**config.mk**
```make
export PLATFORM = sky130hd
export DESIGN_NAME = free_block_table_coalescer
export DESIGN_NICKNAME = d
export VERILOG_FILES = /design/src/fbtc_pkg.sv /design/src/fbtc_ctrl.sv /design/src/fbtc_dp.sv /design/src/free_block_table_coalescer.sv
export SDC_FILE = /design/constraint.sdc
export NUM_CORES = 1
export LEC_CHECK = 0
export BUFFER_PORTS_ARGS = -buffer_cell sky130_fd_sc_hd__buf_2
export CELL_PAD_IN_SITES_DETAIL_PLACEMENT = 1
export CELL_PAD_IN_SITES_GLOBAL_PLACEMENT = 1
export CORE_MARGIN = 8
export CORE_UTILIZATION = 55
export DETAILED_ROUTE_END_ITERATION = 7
export PLACE_DENSITY = 0.9
export SLEW_MARGIN = 10
export SYNTH_ARGS = -nofsm -noshare
export SYNTH_HDL_FRONTEND = slang
export SYNTH_SLANG_ARGS = --single-unit
```
**constraint.sdc**
```tcl
create_clock -name clk -period 22 [get_ports clk]
set_input_delay 4.4 -clock clk [delete_from_list [all_inputs] [get_ports clk]]
set_output_delay 4.4 -clock clk [all_outputs]
set_load 0.01 [all_outputs]
```
**src/fbtc_pkg.sv**
```systemverilog
// shared types and constants of the free block table coalescer
// no dependencies; imported by the controller, datapath, top level and checker
package fbtc_pkg;

	localparam int FBTC_SLOT_W    = 3;
	localparam int FBTC_FIELD_W   = 16;
	localparam int FBTC_ADDR_BITS = 16;
	localparam int FBTC_TDATA_W   = 40;
	localparam int FBTC_FUNC_W    = 2;
	localparam int FBTC_STATUS_W  = 3;
	localparam int FBTC_VALID_BIT = FBTC_SLOT_W + 2 * FBTC_FIELD_W;

	// one past the highest address a released region may reach
	localparam logic [32:0] FBTC_ADDR_LIMIT = 33'd1 << FBTC_ADDR_BITS;

	typedef enum logic [1:0] {
		FN_WRITE   = 2'd0,
		FN_READ    = 2'd1,
		FN_RELEASE = 2'd2,
		FN_REORDER = 2'd3
	} fbtc_func_t;

	typedef enum logic [2:0] {
		ST_OK     = 3'd0,
		ST_UPPER  = 3'd1,
		ST_BOTH   = 3'd2,
		ST_LOWER  = 3'd3,
		ST_INSERT = 3'd4,
		ST_FULL   = 3'd5,
		ST_RANGE  = 3'd6
	} fbtc_status_t;

	typedef enum logic [3:0] {
		S_IDLE,
		S_DECODE,
		S_SCAN,
		S_SCAN_TAIL,
		S_SORT_START,
		S_SORT_LOAD,
		S_SORT_RD,
		S_SORT_CMP,
		S_SORT_PUT,
		S_SORT_END,
		S_FINISH
	} fbtc_state_t;

	// controller to datapath
	typedef struct packed {
		logic req_load;    // capture the accepted item
		logic rd_en;       // read one table entry
		logic rd_req;      // read address is the item's slot
		logic scan_clr;    // clear neighbor search
		logic scan_eval;   // fold last read entry into the search
		logic carry_load;  // load sort carry from read data
		logic sort_cmp;    // compare-swap carry against read data
		logic sort_put;    // store carry at end of pass
		logic commit;      // apply update and load the result register
	} fbtc_cmd_t;

	// datapath to controller
	typedef struct packed {
		fbtc_func_t func;
		logic       bad;       // slot or region out of range, or zero region size
		logic       out_free;  // result register can take a result
	} fbtc_sts_t;

endpackage

```
**src/fbtc_ctrl.sv**
```systemverilog
// sequencer of the free block table coalescer: decode, scan, sort and finish
// depends on fbtc_pkg
module fbtc_ctrl
	import fbtc_pkg::*;
#(
	parameter int TABLE_ENTRIES = 6
) (
	input  logic                             clk,
	input  logic                             arst_n,
	input  logic                             s_tvalid,
	output logic                             s_tready,
	input  fbtc_sts_t                        sts,
	output fbtc_cmd_t                        cmd,
	output logic [$clog2(TABLE_ENTRIES)-1:0] rd_idx,
	output logic [$clog2(TABLE_ENTRIES)-1:0] wr_idx
);

	localparam int IDX_W = $clog2(TABLE_ENTRIES);
	localparam logic [IDX_W-1:0] LAST = IDX_W'(TABLE_ENTRIES - 1);
	localparam logic [IDX_W-1:0] ONE  = IDX_W'(1);

	fbtc_state_t      state_q, state_d;
	logic [IDX_W-1:0] cnt_q;
	logic [IDX_W-1:0] end_q;
	logic [IDX_W-1:0] cnt_inc;

	assign cnt_inc = cnt_q + ONE;

	always_ff @(posedge clk or negedge arst_n) begin
		if (!arst_n) begin
			state_q <= S_IDLE;
			cnt_q   <= '0;
			end_q   <= '0;
		end else begin
			state_q <= state_d;
			case (state_q)
				S_DECODE: begin
					cnt_q <= '0;
					end_q <= LAST;
				end
				S_SCAN:       cnt_q <= cnt_inc;
				S_SORT_START: cnt_q <= '0;
				S_SORT_CMP:   cnt_q <= cnt_inc;
				S_SORT_PUT:   end_q <= end_q - ONE;
				default: ;
			endcase
		end
	end

	// next state
	always_comb begin
		state_d = state_q;
		case (state_q)
			S_IDLE: begin
				if (s_tvalid) state_d = S_DECODE;
			end
			S_DECODE: begin
				if (sts.bad) begin
					state_d = S_FINISH;
				end else begin
					case (sts.func)
						FN_RELEASE: state_d = S_SCAN;
						FN_REORDER: state_d = S_SORT_START;
						default:    state_d = S_FINISH;
					endcase
				end
			end
			S_SCAN: begin
				if (cnt_q == LAST) state_d = S_SCAN_TAIL;
			end
			S_SCAN_TAIL:  state_d = S_FINISH;
			S_SORT_START: state_d = S_SORT_LOAD;
			S_SORT_LOAD:  state_d = S_SORT_CMP;
			S_SORT_RD:    state_d = S_SORT_CMP;
			S_SORT_CMP: begin
				state_d = (cnt_inc == end_q) ? S_SORT_PUT : S_SORT_RD;
			end
			S_SORT_PUT: begin
				state_d = (end_q == ONE) ? S_SORT_END : S_SORT_START;
			end
			S_SORT_END: state_d = S_FINISH;
			S_FINISH: begin
				if (sts.out_free) state_d = S_IDLE;
			end
			default: state_d = S_IDLE;
		endcase
	end

	// outputs
	always_comb begin
		cmd      = '0;
		s_tready = 1'b0;
		rd_idx   = cnt_q;
		wr_idx   = cnt_q;
		case (state_q)
			S_IDLE: begin
				s_tready     = 1'b1;
				cmd.req_load = s_tvalid;
			end
			S_DECODE: begin
				cmd.scan_clr = 1'b1;
				if (sts.func == FN_READ && !sts.bad) begin
					cmd.rd_en  = 1'b1;
					cmd.rd_req = 1'b1;
				end
			end
			S_SCAN: begin
				cmd.rd_en     = 1'b1;
				cmd.scan_eval = 1'b1;
			end
			S_SCAN_TAIL: cmd.scan_eval = 1'b1;
			S_SORT_START: begin
				cmd.rd_en = 1'b1;
				rd_idx    = '0;
			end
			S_SORT_LOAD: begin
				cmd.carry_load = 1'b1;
				cmd.rd_en      = 1'b1;
				rd_idx         = cnt_inc;
			end
			S_SORT_RD: begin
				cmd.rd_en = 1'b1;
				rd_idx    = cnt_inc;
			end
			S_SORT_CMP: cmd.sort_cmp = 1'b1;
			S_SORT_PUT: begin
				cmd.sort_put = 1'b1;
				wr_idx       = end_q;
			end
			S_SORT_END: begin
				cmd.rd_en = 1'b1;
				rd_idx    = '0;
			end
			S_FINISH: cmd.commit = sts.out_free;
			default: ;
		endcase
	end

endmodule

```
**src/fbtc_dp.sv**
```systemverilog
// datapath of the free block table coalescer: table storage, neighbor search,
// sort carry, update logic and result register; depends on fbtc_pkg
module fbtc_dp
	import fbtc_pkg::*;
#(
	parameter int TABLE_ENTRIES = 6
) (
	input  logic                             clk,
	input  logic                             arst_n,
	input  logic [FBTC_TDATA_W-1:0]          s_tdata,
	input  logic [FBTC_FUNC_W-1:0]           s_tuser,
	output logic                             m_tvalid,
	input  logic                             m_tready,
	output logic [FBTC_TDATA_W-1:0]          m_tdata,
	output logic [FBTC_STATUS_W-1:0]         m_tuser,
	input  fbtc_cmd_t                        cmd,
	input  logic [$clog2(TABLE_ENTRIES)-1:0] rd_idx,
	input  logic [$clog2(TABLE_ENTRIES)-1:0] wr_idx,
	output fbtc_sts_t                        sts
);

	localparam int IDX_W  = $clog2(TABLE_ENTRIES);
	localparam int FW     = FBTC_FIELD_W;
	localparam int WORD_W = 2 * FW;
	localparam int PAD_W  = FBTC_TDATA_W - FBTC_VALID_BIT - 1;
	localparam logic [FW+1:0] SAT_MAX = {2'b00, {FW{1'b1}}};

	function automatic logic [FW-1:0] sat_size(input logic [FW+1:0] v);
		return (v > SAT_MAX) ? {FW{1'b1}} : v[FW-1:0];
	endfunction

	// captured item
	fbtc_func_t             req_func_q;
	logic [FBTC_SLOT_W-1:0] req_slot_q;
	logic [FW-1:0]          req_start_q;
	logic [FW-1:0]          req_size_q;
	logic                   req_valid_q;

	// table: words are {size, start}
	logic [WORD_W-1:0]        mem_q [TABLE_ENTRIES];
	logic [TABLE_ENTRIES-1:0] valid_q;
	logic [TABLE_ENTRIES-1:0] written_q;

	logic [WORD_W-1:0] rd_data_q;
	logic              rd_valid_q;
	logic              rd_written_q;
	logic [IDX_W-1:0]  rd_idx_q;
	logic              rd_vld_q;

	logic             up_found_q, lo_found_q, emp_found_q;
	logic [IDX_W-1:0] up_idx_q, lo_idx_q, emp_idx_q;
	logic [FW-1:0]    up_size_q, lo_start_q, lo_size_q;

	logic [WORD_W-1:0] carry_q;
	logic              carry_valid_q;

	logic                   out_valid_q;
	fbtc_status_t           out_status_q;
	logic [FBTC_SLOT_W-1:0] out_slot_q;
	logic [FW-1:0]          out_start_q, out_size_q;
	logic                   out_entry_valid_q;

	logic             slot_oob, range_bad, bad;
	logic [IDX_W-1:0] slot_idx, rd_addr;
	logic [FW:0]      req_end;
	logic [FW-1:0]    rd_start, rd_size;
	logic [FW:0]      rd_end;
	logic             up_hit, lo_hit, emp_hit, do_eval;
	logic             swap;

	fbtc_status_t  res_status;
	logic [IDX_W-1:0] res_idx;
	logic [FW-1:0] res_start, res_size;
	logic          res_valid, res_write;

	logic              wr_en, clr_en;
	logic [IDX_W-1:0]  wr_addr;
	logic [WORD_W-1:0] wr_word;
	logic              wr_vbit;

	// request checks
	assign slot_oob  = {29'd0, req_slot_q} >= 32'(TABLE_ENTRIES);
	assign slot_idx  = IDX_W'({29'd0, req_slot_q});
	assign req_end   = {1'b0, req_start_q} + {1'b0, req_size_q};
	assign range_bad = (req_size_q == '0) || ({16'd0, req_end} > FBTC_ADDR_LIMIT);

	always_comb begin
		case (req_func_q)
			FN_WRITE, FN_READ: bad = slot_oob;
			FN_RELEASE:        bad = range_bad;
			default:           bad = 1'b0;
		endcase
	end

	assign sts.func     = req_func_q;
	assign sts.bad      = bad;
	assign sts.out_free = !out_valid_q || m_tready;

	always_ff @(posedge clk) begin
		if (cmd.req_load) begin
			req_func_q  <= fbtc_func_t'(s_tuser);
			req_slot_q  <= s_tdata[FBTC_SLOT_W-1:0];
			req_start_q <= s_tdata[FBTC_SLOT_W +: FW];
			req_size_q  <= s_tdata[FBTC_SLOT_W+FW +: FW];
			req_valid_q <= s_tdata[FBTC_VALID_BIT];
		end
	end

	// table read port, registered; never-written entries read as zero
	assign rd_addr  = cmd.rd_req ? slot_idx : rd_idx;
	assign rd_start = rd_written_q ? rd_data_q[FW-1:0] : '0;
	assign rd_size  = rd_written_q ? rd_data_q[WORD_W-1:FW] : '0;
	assign rd_end   = {1'b0, rd_start} + {1'b0, rd_size};

	always_ff @(posedge clk) begin
		if (cmd.rd_en) begin
			rd_data_q    <= mem_q[rd_addr];
			rd_valid_q   <= valid_q[rd_addr];
			rd_written_q <= written_q[rd_addr];
			rd_idx_q     <= rd_addr;
		end
	end

	always_ff @(posedge clk or negedge arst_n) begin
		if (!arst_n) rd_vld_q <= 1'b0;
		else         rd_vld_q <= cmd.rd_en;
	end

	// neighbor and empty slot search, first match wins
	assign do_eval = cmd.scan_eval && rd_vld_q;
	assign up_hit  = rd_valid_q && !up_found_q && ({1'b0, rd_start} == req_end);
	assign lo_hit  = rd_valid_q && !lo_found_q && (rd_end == {1'b0, req_start_q});
	assign emp_hit = !rd_valid_q && !emp_found_q;

	always_ff @(posedge clk or negedge arst_n) begin
		if (!arst_n) begin
			up_found_q  <= 1'b0;
			lo_found_q  <= 1'b0;
			emp_found_q <= 1'b0;
		end else if (cmd.scan_clr) begin
			up_found_q  <= 1'b0;
			lo_found_q  <= 1'b0;
			emp_found_q <= 1'b0;
		end else if (do_eval) begin
			if (up_hit)  up_found_q  <= 1'b1;
			if (lo_hit)  lo_found_q  <= 1'b1;
			if (emp_hit) emp_found_q <= 1'b1;
		end
	end

	always_ff @(posedge clk) begin
		if (do_eval) begin
			if (up_hit) begin
				up_idx_q  <= rd_idx_q;
				up_size_q <= rd_size;
			end
			if (lo_hit) begin
				lo_idx_q   <= rd_idx_q;
				lo_start_q <= rd_start;
				lo_size_q  <= rd_size;
			end
			if (emp_hit) emp_idx_q <= rd_idx_q;
		end
	end

	// sort key: valid entries first, then ascending size
	assign swap = {~carry_valid_q, carry_q[WORD_W-1:FW]} > {~rd_valid_q, rd_size};

	always_ff @(posedge clk) begin
		if (cmd.carry_load || (cmd.sort_cmp && !swap)) begin
			carry_q       <= {rd_size, rd_start};
			carry_valid_q <= rd_valid_q;
		end
	end

	// result of the current item, also the entry written on commit
	always_comb begin
		res_status = ST_OK;
		res_idx    = '0;
		res_start  = '0;
		res_size   = '0;
		res_valid  = 1'b0;
		res_write  = 1'b0;
		if (bad) begin
			res_status = ST_RANGE;
		end else begin
			case (req_func_q)
				FN_WRITE: begin
					res_idx   = slot_idx;
					res_start = req_start_q;
					res_size  = req_size_q;
					res_valid = req_valid_q;
					res_write = 1'b1;
				end
				FN_READ, FN_REORDER: begin
					res_idx   = rd_idx_q;
					res_start = rd_start;
					res_size  = rd_size;
					res_valid = rd_valid_q;
				end
				FN_RELEASE: begin
					res_valid = 1'b1;
					res_write = 1'b1;
					if (up_found_q && lo_found_q) begin
						res_status = ST_BOTH;
						res_idx    = lo_idx_q;
						res_start  = lo_start_q;
						res_size   = sat_size({2'b00, lo_size_q} + {2'b00, req_size_q}
							+ {2'b00, up_size_q});
					end else if (up_found_q) begin
						res_status = ST_UPPER;
						res_idx    = up_idx_q;
						res_start  = req_start_q;
						res_size   = sat_size({2'b00, up_size_q} + {2'b00, req_size_q});
					end else if (lo_found_q) begin
						res_status = ST_LOWER;
						res_idx    = lo_idx_q;
						res_start  = lo_start_q;
						res_size   = sat_size({2'b00, lo_size_q} + {2'b00, req_size_q});
					end else if (emp_found_q) begin
						res_status = ST_INSERT;
						res_idx    = emp_idx_q;
						res_start  = req_start_q;
						res_size   = req_size_q;
					end else begin
						res_status = ST_FULL;
						res_valid  = 1'b0;
						res_write  = 1'b0;
					end
				end
				default: ;
			endcase
		end
	end

	// table write port
	always_comb begin
		wr_en   = 1'b0;
		wr_addr = wr_idx;
		wr_word = carry_q;
		wr_vbit = carry_valid_q;
		clr_en  = 1'b0;
		if (cmd.sort_cmp) begin
			wr_en = 1'b1;
			if (swap) begin
				wr_word = {rd_size, rd_start};
				wr_vbit = rd_valid_q;
			end
		end else if (cmd.sort_put) begin
			wr_en = 1'b1;
		end else if (cmd.commit) begin
			wr_en   = res_write;
			wr_addr = res_idx;
			wr_word = {res_size, res_start};
			wr_vbit = res_valid;
			clr_en  = res_write && (res_status == ST_BOTH);
		end
	end

	always_ff @(posedge clk) begin
		if (wr_en) mem_q[wr_addr] <= wr_word;
	end

	always_ff @(posedge clk or negedge arst_n) begin
		if (!arst_n) begin
			valid_q   <= '0;
			written_q <= '0;
		end else begin
			for (int i = 0; i < TABLE_ENTRIES; i++) begin
				if (wr_en && wr_addr == IDX_W'(i)) begin
					valid_q[i]   <= wr_vbit;
					written_q[i] <= 1'b1;
				end else if (clr_en && up_idx_q == IDX_W'(i)) begin
					valid_q[i] <= 1'b0;
				end
			end
		end
	end

	// result register
	always_ff @(posedge clk or negedge arst_n) begin
		if (!arst_n)         out_valid_q <= 1'b0;
		else if (cmd.commit) out_valid_q <= 1'b1;
		else if (m_tready)   out_valid_q <= 1'b0;
	end

	always_ff @(posedge clk) begin
		if (cmd.commit) begin
			out_status_q      <= res_status;
			out_slot_q        <= FBTC_SLOT_W'(res_idx);
			out_start_q       <= res_start;
			out_size_q        <= res_size;
			out_entry_valid_q <= res_valid;
		end
	end

	assign m_tvalid = out_valid_q;
	assign m_tuser  = out_status_q;
	assign m_tdata  = {{PAD_W{1'b0}}, out_entry_valid_q, out_size_q, out_start_q, out_slot_q};

endmodule

```
**src/free_block_table_coalescer.sv**
```systemverilog
// free block table coalescer: write, read, release with merge, and reorder
// a result is registered as the sequencer returns to idle; one item is worked at a time
// release time is set by the table scan, one read a cycle; reorder by the compare-swap passes
// arst_n clears the table to all zero (empty) and empties the result register
// depends on fbtc_pkg, fbtc_ctrl, fbtc_dp
module free_block_table_coalescer
	import fbtc_pkg::*;
#(
	parameter int TABLE_ENTRIES = 6
) (
	input  logic                     clk,
	input  logic                     arst_n,
	// request items
	input  logic                     s_tvalid,
	output logic                     s_tready,
	input  logic [FBTC_TDATA_W-1:0]  s_tdata,   // slot[2:0], region_start[18:3],
	                                            // region_size[34:19], entry_valid_in[35]
	input  logic [FBTC_FUNC_W-1:0]   s_tuser,   // func[1:0]
	// result items
	output logic                     m_tvalid,
	input  logic                     m_tready,
	output logic [FBTC_TDATA_W-1:0]  m_tdata,   // touched_slot[2:0], entry_start[18:3],
	                                            // entry_size[34:19], entry_valid[35]
	output logic [FBTC_STATUS_W-1:0] m_tuser    // status[2:0]
);

	localparam int IDX_W = $clog2(TABLE_ENTRIES);

	fbtc_cmd_t        cmd;
	fbtc_sts_t        sts;
	logic [IDX_W-1:0] rd_idx;
	logic [IDX_W-1:0] wr_idx;

	// sequencer: one item at a time, idle state is the only accepting state
	fbtc_ctrl #(
		.TABLE_ENTRIES(TABLE_ENTRIES)
	) u_ctrl (
		.clk      (clk),
		.arst_n   (arst_n),
		.s_tvalid (s_tvalid),
		.s_tready (s_tready),
		.sts      (sts),
		.cmd      (cmd),
		.rd_idx   (rd_idx),
		.wr_idx   (wr_idx)
	);

	// table, search, sort carry and result register
	fbtc_dp #(
		.TABLE_ENTRIES(TABLE_ENTRIES)
	) u_dp (
		.clk      (clk),
		.arst_n   (arst_n),
		.s_tdata  (s_tdata),
		.s_tuser  (s_tuser),
		.m_tvalid (m_tvalid),
		.m_tready (m_tready),
		.m_tdata  (m_tdata),
		.m_tuser  (m_tuser),
		.cmd      (cmd),
		.rd_idx   (rd_idx),
		.wr_idx   (wr_idx),
		.sts      (sts)
	);

endmodule

```
After elaboration in Yosys (flattened, before gate mapping)
Memories as Yosys holds them, arrays and structs flattened. A register that Yosys moved wholly into a read port is not among the register bits.
Cells that the tools add are included.
{"block": "totals", "register_bits": 199, "ram_bits": 192, "in_bits": 46, "out_inout_bits": 45, "elab_cells": 263, "mem_count": 1}
{"memory": "u_dp.mem_q", "words": 6, "width": 32, "read_ports": 1, "rd_ports_with_merged_regs": 1, "write_ports": 1, "line": "fbtc_dp.sv:40", "rtl": "logic [WORD_W-1:0] mem_q [TABLE_ENTRIES];"}
{"block": "classes", "addsub": 7, "magnitude_cmp": 7, "eq_ne": 32, "muxes": 107, "n_bitwise": 2, "reduce_logical": 66}
{"cell": "$mux W16", "n": 15}
{"cell": "$mux W32", "n": 4}
{"cell": "$pmux W16 S3", "n": 2}
{"cell": "$add A16 B16 Y17", "n": 4}
{"cell": "$gt A18 B16 Y1 const B", "n": 3}
{"cell": "$mux W1", "n": 51}
{"cell": "$mux W3", "n": 15}
{"cell": "$pmux W4 S9", "n": 1}
{"cell": "$reduce_bool A2 Y1", "n": 13}
{"cell": "$mux W4", "n": 6}
{"cell": "$logic_and A1 B1 Y1", "n": 22}
{"cell": "$add A18 B16 Y18", "n": 1}
{"cell": "$pmux W3 S2", "n": 3}
{"cell": "$eq A16 B17 Y1", "n": 1}
{"cell": "$eq A17 B16 Y1", "n": 1}
{"cell": "$gt A17 B17 Y1", "n": 1}
{"cell": "$gt A17 B17 Y1 const B", "n": 1}
{"cell": "$eq A4 B3 Y1 const B", "n": 4}
{"cell": "$logic_not A16 Y1", "n": 1}
{"cell": "$reduce_or A2 Y1", "n": 8}
{"cell": "$eq A3 B2 Y1 const B", "n": 5}
{"cell": "$eq A3 B3 Y1 const B", "n": 5}
{"cell": "$eq A4 B4 Y1 const B", "n": 3}
{"cell": "$reduce_and A2 Y1", "n": 6}
{"cell": "other kinds (26)", "n": 45}

Depth between registers and ports, before layout
Gate-level depths: netlist of run 1.
{"block": "logic_depth", "word_depth": 14, "depth_mapped": 22, "mapped_depth_nobuf": 21}

Modules after synthesis
Synthesis of run 1 repeated with hierarchy kept, for this count alone.
{"block": "hier_totals", "hier_cells": 2082, "area_unflattened_um2": 22663.0}
{"mod": "fbtc_dp", "instances": 1, "cells_per_inst": 1969, "area_each_um2": 21683.3, "seq_area_each_um2": 12316.8}
{"mod": "fbtc_ctrl", "instances": 1, "cells_per_inst": 113, "area_each_um2": 979.7, "seq_area_each_um2": 250.2}

Worst setup path after synthesis of run 1
Ideal clock, no wire load.
{"block": "synth_path", "kind": "input-to-reg", "from": "input m_tready", "to": "memory u_dp.mem_q[4][0] in the netlist's numbering (enable)", "arrival_ns": 7.724, "required_ns": 21.533, "slack_ns": 13.809, "path_stages": 6, "n_path_buf": 1, "path_cell_list": "nor2b_1 > or3_1 > clkbuf_1 > nor3_1 > a21oi_1 > nor3_1"}
{"block": "synth_between", "elab_chain_cells": 7}
{"item": "from (decl)", "line": "free_block_table_coalescer.sv:21", "rtl": "input logic m_tready,"}
{"item": "$logic_or A1 B1 Y1 (*)", "line": "fbtc_dp.sv:97", "rtl": "assign sts.out_free = !out_valid_q || m_tready;"}
{"item": "$mux W1 (*)", "line": "fbtc_ctrl.sv:95", "rtl": "case (state_q)"}
{"item": "$mux W1", "line": "fbtc_dp.sv:251", "rtl": "end else if (cmd.commit) begin"}
{"item": "$mux W1", "line": "fbtc_dp.sv:249", "rtl": "end else if (cmd.sort_put) begin"}
{"item": "$mux W1", "line": "fbtc_dp.sv:243", "rtl": "if (cmd.sort_cmp) begin"}
{"item": "$mux W1", "line": "fbtc_dp.sv:261", "rtl": "if (wr_en) mem_q[wr_addr] <= wr_word;"}
{"item": "$mux W1 (implied by the code)", "line": "fbtc_dp.sv:261"}
{"item": "to (decl)", "line": "fbtc_dp.sv:40"}
Every way passes the cells marked *; elsewhere a longest branch is shown, timed or not.

Worst setup path in the final report of run 1
{"block": "layout_path", "from": "input m_tready", "to": "memory u_dp.mem_q[1][21] in the netlist's numbering (enable)"}
The elaborated chain is that of the path after synthesis.

==> metrics, run 1 <==
Skew-Pair Late Insertion Delay=610 ps; largest cells by area after synthesis=edfxtp_1, ha_1, nand2_1; Residual DRC=0; required time of the critical path=22,230 ps; Via density=6.79; DP Worst Slack=about 14,000 ps; WL/cell=about 28 um; crit path DAT=7650 ps; Horiz. Die Dim=between 200 and 250 um; pwr dens=140 nW/um^2; htree depth=2; Tot Pwr=3.39 mW; fillcell total=4,076; die height=215 um; Worst Setup Start Kind=input port; Yosys top cell area share=54.6%; Post-Place Cells=2,450; ant diodes=0; top cell type by total area after synthesis=edfxtp_1; initial antenna violation count=0; sequential area share after synthesis=around 58%; Initial Util=55.2%; synthesized netlist cell count=1,907; clk buf depth=3; VDD IR max=~0.094 mV; Multi-input gate area=8670 sq um; Resize count post-CTS=0; CP endpoint kind=flip-flop; Slew @ Worst Pin=roughly 1200 ps; Post-synth EDFFs=396; Ys Warns=0; slew margin rel.=18.2%; row count=between 70 and 80; final wirelength=71,500 um; clk sink count=about 420; post-CTS setup buffers=0; GRT overflow=0; Top FF cell, synth=edfxtp_1; Post-synth top cells=edfxtp_1, nand2_1, nor2_1; Post-Syn Area=21,800 sq um; Mapped Avg Cell Area=11.4 sq um; DR pass1 iterations=5; gpl congestion=0.980; Worst Skew=27.7 ps; CTS Hold Buffers Added=0; first-pass GRT wire length=108,000 um; WS Path Type=input port to flip-flop; Final Cycle Share=33.7%; Ports=between 90 and 100; run status=completed; final worst slack=14,580 ps; total number of vias=approximately 17k; Total GRT Usage=30.0%; asr flop ratio synth=6.38%; most common cell in the netlist=edfxtp_1; largest net degree at the start of global routing=85; TritonCTS clock tree=built; Synth-to-Final Area Change=10.8%; 1st-iter DRT viols=1,945; input/output buffers=82; Final Slew Violations=0; TritonCTS Buffers=44; layout cells sized above 1=10.2%; die footprint=46,300 sq um; register area=12,600 sq um; Synth cell types=76; crit path time final=between 7000 and 8000 ps; reg-to-reg setup timing slack=15,310 ps; Final Hold Fails=0; FMAX=135 MHz; vias in the first global route=roughly 18k; non-filler cells, final=2,531; final net count=2,125; setup TNS=0 ps; FF+latch count, synth=roughly 420; core area=39,500 sq um; maxcap violations=0; worst hold slack=between 400 and 500 ps; count of final setup violators=0; root buffer cell=clkbuf_16; RSZ-0062 raised after global routing=false; CTS clk-pin slew, worst paths=60 ps; Max FO, Critical Path=36; DP HPWL=47,600 um; worst hold-check path type=flip-flop to flip-flop; antenna viol nets, final=0; P_leak=8.99 nW
## cell usage in the layout (no fill, tap or decap), types with 7 or more instances in the layout
cell / netlist / final
mux2i_1: 12 / 12
nand2_1: 248 / 248
a2bb2oi_1: 7 / 7
a221oi_1: 21 / 21
dfrtp_1: 27 / 27
a211oi_1: 61 / 61
inv_1: 68 / 66
clkinv_1: 1 / 7
nand2b_1: 18 / 18
nor2b_1: 15 / 15
xor2_1: 30 / 30
buf_2: 0 / 82
o31ai_1: 12 / 12
nor3_1: 30 / 29
nand3_1: 20 / 20
a21oi_1: 94 / 92
ha_1: 103 / 103
or2_2: 7 / 7
edfxtp_1: 396 / 396
nor4_1: 11 / 10
a31oi_1: 77 / 77
o22ai_1: 26 / 26
nor2_1: 143 / 142
clkbuf_16: 0 / 44
or4_1: 7 / 7
clkbuf_1: 77 / 13
and2_1: 35 / 34
o21a_1: 24 / 24
nand4_1: 11 / 11
o221ai_1: 12 / 12
a21o_1: 32 / 31
xnor2_1: 70 / 70
o21bai_1: 13 / 13
buf_4: 5 / 25
o21ai_0: 65 / 65
a22oi_1: 18 / 18
## power breakdown
part | total [mW] | switching [mW] | leakage, nW | internal (mW)
Sequential | 1.20 | 0.0908 | 3.96 | 1.11
Clock | 0.735 | 0.333 | 0.663 | 0.402
Combinational | 1.45 | 0.997 | 4.36 | 0.453
## area by class of cell
type / instances / area share, %
clock inverters: 23 / 0.938
flip-flops and latches: 423 / 52.0
repair buffers: 107 / 2.48
inverters: 69 / 1.07
clock buffers: 58 / 4.82
multi-input cells: 1326 / 35.9
well taps: 525 / 2.72
## worst max-delay path, cell delays in order
cell and delay (ps):
buf_2 80, nor2b_1 60, or3_1 350, buf_4 280, inv_2 110, nor2_1 70, a221oi_1 680, a31oi_1 460
or3b_1 570, inv_1 100, buf_4 460
## final timing paths
| check | from | cells after the start | end |
|---|---|---|---|
| worst max-delay path | m_tready | 11 | u_dp.mem_q[1][21]$_DFFE_PP_ |
| worst min-delay path | u_dp.written_q[0]$_DFFE_PN0P_ | 1 | u_dp.written_q[0]$_DFFE_PN0P_ |
| worst max register to register | u_dp.req_size_q[0]$_DFFE_PP_ | 19 | u_dp.mem_q[2][31]$_DFFE_PP_ |
| worst min register to register | u_dp.written_q[0]$_DFFE_PN0P_ | 1 | u_dp.written_q[0]$_DFFE_PN0P_ |
| max in group asynchronous | arst_n | 1 | u_ctrl.cnt_q[1]$_DFFE_PN0P_ |
| min in group asynchronous | arst_n | 1 | u_dp.written_q[2]$_DFFE_PN0P_ |
## per-layer routing
layer	track usage [%]	vias to the layer above	routed length, um
li1	-	7301	-
met1	38.1	8619	27200
met2	49.0	1015	33700
met3	5.44	248	6820
met4	15.5	0	3730
met5	0	-	0
## logic make-up after synthesis
family / share of synthesized area, %
compound gates: 16.2
xor+xnor: 4.02
fa+ha+maj: 6.42
buf+inv: 2.89
flops: 57.7
mux: 0.654
other cells: 0.0172
simple gates: 12.1
## registers in the layout (all words and copies together), names as in the netlist, 4 cells and up
signal            count
u_dp.up_size_q       16
u_dp.written_q        6
u_dp.valid_q          6
u_dp.mem_q          192
u_dp.lo_size_q       16
u_dp.carry_q         32
u_dp.out_size_q      16
u_dp.out_start_q     16
u_dp.lo_start_q      16
u_dp.req_size_q      16
u_dp.rd_data_q       32
u_dp.req_start_q     16
u_ctrl.state_q        4
## metrics by stage
step,utilization (%),cell area [sq um]
after global routing,61.2,24100
after detailed placement,57.7,22800
after CTS,61.2,24100
after global placement,57.7,22800
after floorplan,-,21800
final,61.2,24100
Note: power is estimated with default switching activity, not from simulation.
==> inputs of run 2 (changes only) <==
--- a/config.mk
+++ b/config.mk
@@ -5,13 +5,14 @@
 export SDC_FILE = /design/constraint.sdc
 export NUM_CORES = 1
 export LEC_CHECK = 0
+export ABC_AREA = 1
 export BUFFER_PORTS_ARGS = -buffer_cell sky130_fd_sc_hd__buf_2
 export CELL_PAD_IN_SITES_DETAIL_PLACEMENT = 1
 export CELL_PAD_IN_SITES_GLOBAL_PLACEMENT = 1
 export CORE_MARGIN = 8
-export CORE_UTILIZATION = 55
+export CORE_UTILIZATION = 44
 export DETAILED_ROUTE_END_ITERATION = 7
-export PLACE_DENSITY = 0.9
+export PLACE_DENSITY = 0.81
 export SLEW_MARGIN = 10
 export SYNTH_ARGS = -nofsm -noshare
 export SYNTH_HDL_FRONTEND = slang
==> constraint.sdc (replaced) <==
create_clock -name clk -period 6.1 [get_ports clk]
set_input_delay 1.22 -clock clk [delete_from_list [all_inputs] [get_ports clk]]
set_output_delay 1.22 -clock clk [all_outputs]
set_load 0.01 [all_outputs]
==> metrics, run 2 <==
final wirelength=between 80,000 and 90,000 um; vias in the first global route=~21k; Yosys top cell area share=roughly half; Max FO, Critical Path=16; CTS clk-pin slew, worst paths=60 ps; P_leak=11.0 nW; Top reg by flops=u_dp.mem_q; DP HPWL=roughly 57,000 um; TritonCTS Buffers=46; sequential area share after synthesis=53.7%; gpl congestion=approximately 0.96; Skew-Pair Late Insertion Delay=610 ps; Via density=just under 6; CTS Hold Buffers Added=0; setup TNS=0 ps; Synth cell types=60; Final Cycle Share=90.7%; WL/cell=24.2 um; worst hold slack=466 ps; clk sink count=423; run status=completed; initial antenna violation count=1; antenna viol nets, final=0; die height=247 um; clk buf depth=3; die footprint=about 60,000 sq um; Mapped Avg Cell Area=9.26 sq um; Horiz. Die Dim=247 um; Regs by FF count=u_dp.mem_q: 192 flops, u_dp.carry_q: 32 flops, u_dp.rd_data_q: 32 flops; Synth-to-Final Area Change=11.6%; htree depth=2; Residual DRC=0; TritonCTS clock tree=built; commonest non-fill, non-tap cell in the layout=nand2_1; crit path DAT=5820 ps; GRT overflow=0; root buffer cell=clkbuf_16; largest cells by area after synthesis=edfxtp_1, nand2_1, ha_1; row count=84; crit path time final=between 5000 and 6000 ps; Post-synth EDFFs=about 400; slew margin rel.=22.7%; Post-synth top cells=nand2_1, edfxtp_1, inv_1; WS Path Type=flip-flop to flip-flop; required time of the critical path=~6400 ps; core area=52,600 sq um; count of final setup violators=0; post-CTS setup buffers=0; Top FF cell, synth=edfxtp_1; DP Worst Slack=711 ps; input/output buffers=82; Post-Syn Area=between 20,000 and 25,000 sq um; Resize count post-CTS=0; Worst Skew=28.9 ps; VDD IR max=0.224 mV; synthesized netlist cell count=2,529; worst hold-check path type=flip-flop to flip-flop; Total GRT Usage=26.0%; non-filler cells, final=3,330; Final Hold Fails=0; first-pass GRT wire length=~120,000 um; pwr dens=511 nW/um^2; FMAX=181 MHz; Post-Place Cells=3,245; Worst Setup Start Kind=flip-flop; CP endpoint kind=flip-flop; most common cell in the netlist=nand2_1; final net count=2,759; largest net degree at the start of global routing=68; max reg flops=192; RSZ-0062 raised after global routing=false; DR pass1 iterations=6; top cell type by total area after synthesis=edfxtp_1; maxcap violations=0; FF+latch count, synth=423; final worst slack=565 ps; Final Slew Violations=0; Ys Warns=0; 1st-iter DRT viols=1,608; most frequent cells in the layout=nand2_1, edfxtp_1, inv_1; reg-to-reg setup timing slack=570 ps; total number of vias=19.6k; Slew @ Worst Pin=1160 ps; asr flop ratio synth=around 6.4%; Initial Util=between 40% and 50%; layout cells sized above 1=10.9%; Ports=approximately 90
## run 2: cell types whose count changed after synthesis, sizes merged, moves of 47 or more
cell    delta
nand2    +411
inv      +208
nand3    +139
a21oi    +107
o21ai     +81
a31oi     -68
a211oi    -52
xnor2     -47
## run 2: cells by family (layout without fill, tap and decap cells)
kind of cell	Yosys count	count (layout)	share of synthesized area [%]
buf+inv	371	480	6.26
fa+ha+maj	108	108	5.93
xor+xnor	64	64	2.39
flops	423	423	53.7
other cells	1	5	0.0160
simple gates	1076	1076	19.8
compound gates	486	486	12.0
## run 2: report_power, final
part	internal, mW	switching (mW)	leakage [nW]
Clock	1.66	1.23	0.755
Sequential	4.07	0.306	3.94
Combinational	1.75	4.36	6.32
## run 2: final timing paths
| check | from | endpoint | cells after the start |
|---|---|---|---|
| max | u_dp.req_size_q[2]$_DFFE_PP_ | u_dp.mem_q[2][25]$_DFFE_PP_ | 25 |
| min | u_dp.written_q[1]$_DFFE_PN0P_ | u_dp.written_q[1]$_DFFE_PN0P_ | 1 |
| max reg2reg | u_dp.req_size_q[2]$_DFFE_PP_ | u_dp.mem_q[2][25]$_DFFE_PP_ | 25 |
| min reg2reg | u_dp.written_q[1]$_DFFE_PN0P_ | u_dp.written_q[1]$_DFFE_PN0P_ | 1 |
| max in group asynchronous | arst_n | u_dp.up_found_q$_DFFE_PN0P_ | 1 |
| min in group asynchronous | arst_n | u_dp.written_q[4]$_DFFE_PN0P_ | 1 |
## run 2: per-layer routing
metal  vias up  wire length, um  track usage, %
met1      9780            32900            32.5
met5         -                0               0
met3       195             5130            3.60
met2       721            39000            44.4
met4         0             3590            11.7
li1       8871                -               -
## run 2: per-stage QoR
step / util (%) / power, mW / instance area (sq um)
4_1_cts: 49.7 / 13.3 / 26100
2_1_floorplan: - / 8.32 / 23400
3_5_place_dp: 46.8 / 10.3 / 24600
5_1_grt: 49.7 / 14.0 / 26100
3_3_place_gp: 46.8 / 10.0 / 24600
6_report: 49.7 / 13.4 / 26100
## run 2: area by class of cell
| class | instances | area [sq um] |
|---|---|---|
| inverter | 279 | 1050 |
| fill | 5993 | 26400 |
| timing repair buffer | 117 | 673 |
| tap | 688 | 861 |
| clock inverter | 33 | 353 |
| sequential | 423 | 12600 |
| antenna | 1 | 2.50 |
| clock buffer | 51 | 1180 |
| multi-input combinational | 1738 | 9450 |
## run 2: worst max-delay path: stages, from the launching register on
cell	delay (ps)
edfxtp_1	530
ha_1	400
a21oi_1	180
nand2_1	100
a21oi_1	310
o21bai_1	210
nand2_1	100
nand2_1	60
xor2_1	340
inv_1	130
ha_1	360
nand2_1	90
nor2_1	140
nand3_1	90
nand3_1	150
nand2_1	80
nand2_1	110
nand4_1	120
a21oi_2	710
nand3_1	200
nand3_1	170
nand3_1	90
nand2_1	110
nand2_1	140
nand2_1	110
nand2_1	170
==> inputs of run 3 (changes only) <==
--- a/config.mk
+++ b/config.mk
@@ -12,7 +12,7 @@
 export CORE_MARGIN = 8
 export CORE_UTILIZATION = 44
 export DETAILED_ROUTE_END_ITERATION = 7
-export PLACE_DENSITY = 0.81
+export PLACE_DENSITY = 0.78
 export SLEW_MARGIN = 10
 export SYNTH_ARGS = -nofsm -noshare
 export SYNTH_HDL_FRONTEND = slang
==> metrics, run 3 (synthesized netlist as in run 2, its figures left out) <==
run status=completed; pwr dens=~510 nW/um^2; Post-Place Cells=3,251; commonest non-fill, non-tap cell in the layout=nand2_1; CTS Hold Buffers Added=0; Regs by FF count=u_dp.mem_q: 192 flops, u_dp.carry_q: 32 flops, u_dp.rd_data_q: 32 flops; Final Hold Fails=0; die height=between 200 and 250 um; worst hold-check path type=flip-flop to flip-flop; input/output buffers=82; Total GRT Usage=25.5%; Final Slew Violations=0; worst hold slack=471 ps; DR pass1 iterations=8; htree depth=2; Top reg by flops=u_dp.mem_q; antenna viol nets, final=0; count of final setup violators=0; post-CTS setup buffers=0; post-route cell area=26,200 sq um; WS Path Type=flip-flop to flip-flop; Initial Util=44.5%; WL/cell=approximately 24 um; CTS clk-pin slew, worst paths=60 ps; row count=84; Worst Setup Start Kind=flip-flop; Skew-Pair Late Insertion Delay=600 ps; gpl congestion=between 0.9 and 1; slew margin rel.=20.9%; CP endpoint kind=flip-flop; maxcap violations=0; P_leak=11.0 nW; Critical path origin=u_dp.req_size_q[2]$_DFFE_PP_; required time of the critical path=6360 ps; largest net degree at the start of global routing=92; TritonCTS Buffers=46; most frequent cells in the layout=nand2_1, edfxtp_1, inv_1; Final Cycle Share=between 80% and 90%; initial antenna violation count=2; clk buf depth=3; final wirelength=78,400 um; Ports=91; non-filler cells, final=3,335; DP Worst Slack=872 ps; RSZ-0062 raised after global routing=false; Residual DRC=0; crit path time final=5400 ps; ant diodes=0; VDD IR max=0.259 mV; Slew @ Worst Pin=1180 ps; final core utilization=49.9%; vias in the first global route=20.2k; setup TNS=0 ps; Via density=5.77; worst r2r src=u_dp.req_size_q[2]$_DFFE_PP_; final worst slack=695 ps; Worst Skew=~32 ps; TritonCTS clock tree=built; Hold Startpoint=u_dp.written_q[5]$_DFFE_PN0P_; final net count=2,765; Synth-to-Final Area Change=12.0%; DP HPWL=about 57,000 um; die footprint=60,800 sq um; Max FO, Critical Path=9; core area=52,600 sq um; Area after DPL=between 20,000 and 25,000 sq um; max reg flops=192; Tot Pwr=13.3 mW; crit path DAT=5670 ps; FMAX=185 MHz; total number of vias=19.2k; layout cells sized above 1=10.9%; Resize count post-CTS=0; clk sink count=423; Horiz. Die Dim=247 um; GRT overflow=0; 1st-iter DRT viols=1,479; root buffer cell=clkbuf_16; first-pass GRT wire length=120,000 um
## run 3: changes by cell type in the layout (fill, tap and decap cells not counted), moves of 2 or more
cell        delta
clkinvlp_4     +2
clkinv_2       -9
buf_4          +6
clkbuf_1       +7
## run 3: routing by layer
layer  GRT usage [%]  vias to the layer above  share of wire (%)  wire length, um
met2            43.7                      582                 49            38200
met4            8.52                        0                3.3             2560
met3            3.28                      145                5.3             4150
met1            33.1                     9643                 43            33500
met5               0                        -                  0                0
li1                -                     8862                  -                -
## run 3: layout make-up
type	count	area, sq um
clock inverters	27	375
repair buffers	123	718
clock buffers	57	1190
fillers	5993	26300
inverters	279	1050
well taps	688	861
flip-flops and latches	423	12600
multi-input cells	1738	9450
## run 3: path summary, 6_finish.rpt
| kind | end | slack, ps | cells after the start |
|---|---|---|---|
| worst max-delay path | u_dp.mem_q[5][19]$_DFFE_PP_ | 700 | 25 |
| worst min-delay path | u_dp.written_q[5]$_DFFE_PN0P_ | 470 | 1 |
| worst max register to register | u_dp.mem_q[5][19]$_DFFE_PP_ | 700 | 25 |
| worst min register to register | u_dp.written_q[5]$_DFFE_PN0P_ | 470 | 1 |
| max in group asynchronous | u_dp.emp_found_q$_DFFE_PN0P_ | 4980 | 1 |
| min in group asynchronous | u_dp.written_q[1]$_DFFE_PN0P_ | 660 | 1 |
## run 3: power breakdown
group	switching [mW]	internal (mW)
registers	0.337	4.07
clock network	1.21	1.70
logic	4.22	1.75
total	5.76	7.52
## run 3: critical path: stages, from the launching register on
cell and delay [ps]:
edfxtp_1 540, ha_1 410, a21oi_1 170, nand2_1 100, a21oi_1 340, o21bai_1 220
a21oi_1 210, xor2_1 370, inv_1 120, ha_1 380, nand2_1 70, nor2_1 140
nand3_1 90, nand3_1 160, nand2_1 70, nand2_1 110, nand4_1 120, a21oi_2 430
buf_4 250, nand3_1 70, nand2_1 110, o211ai_1 100, nand2_1 120, nand2_1 70
nand2_1 80, nand2_1 200
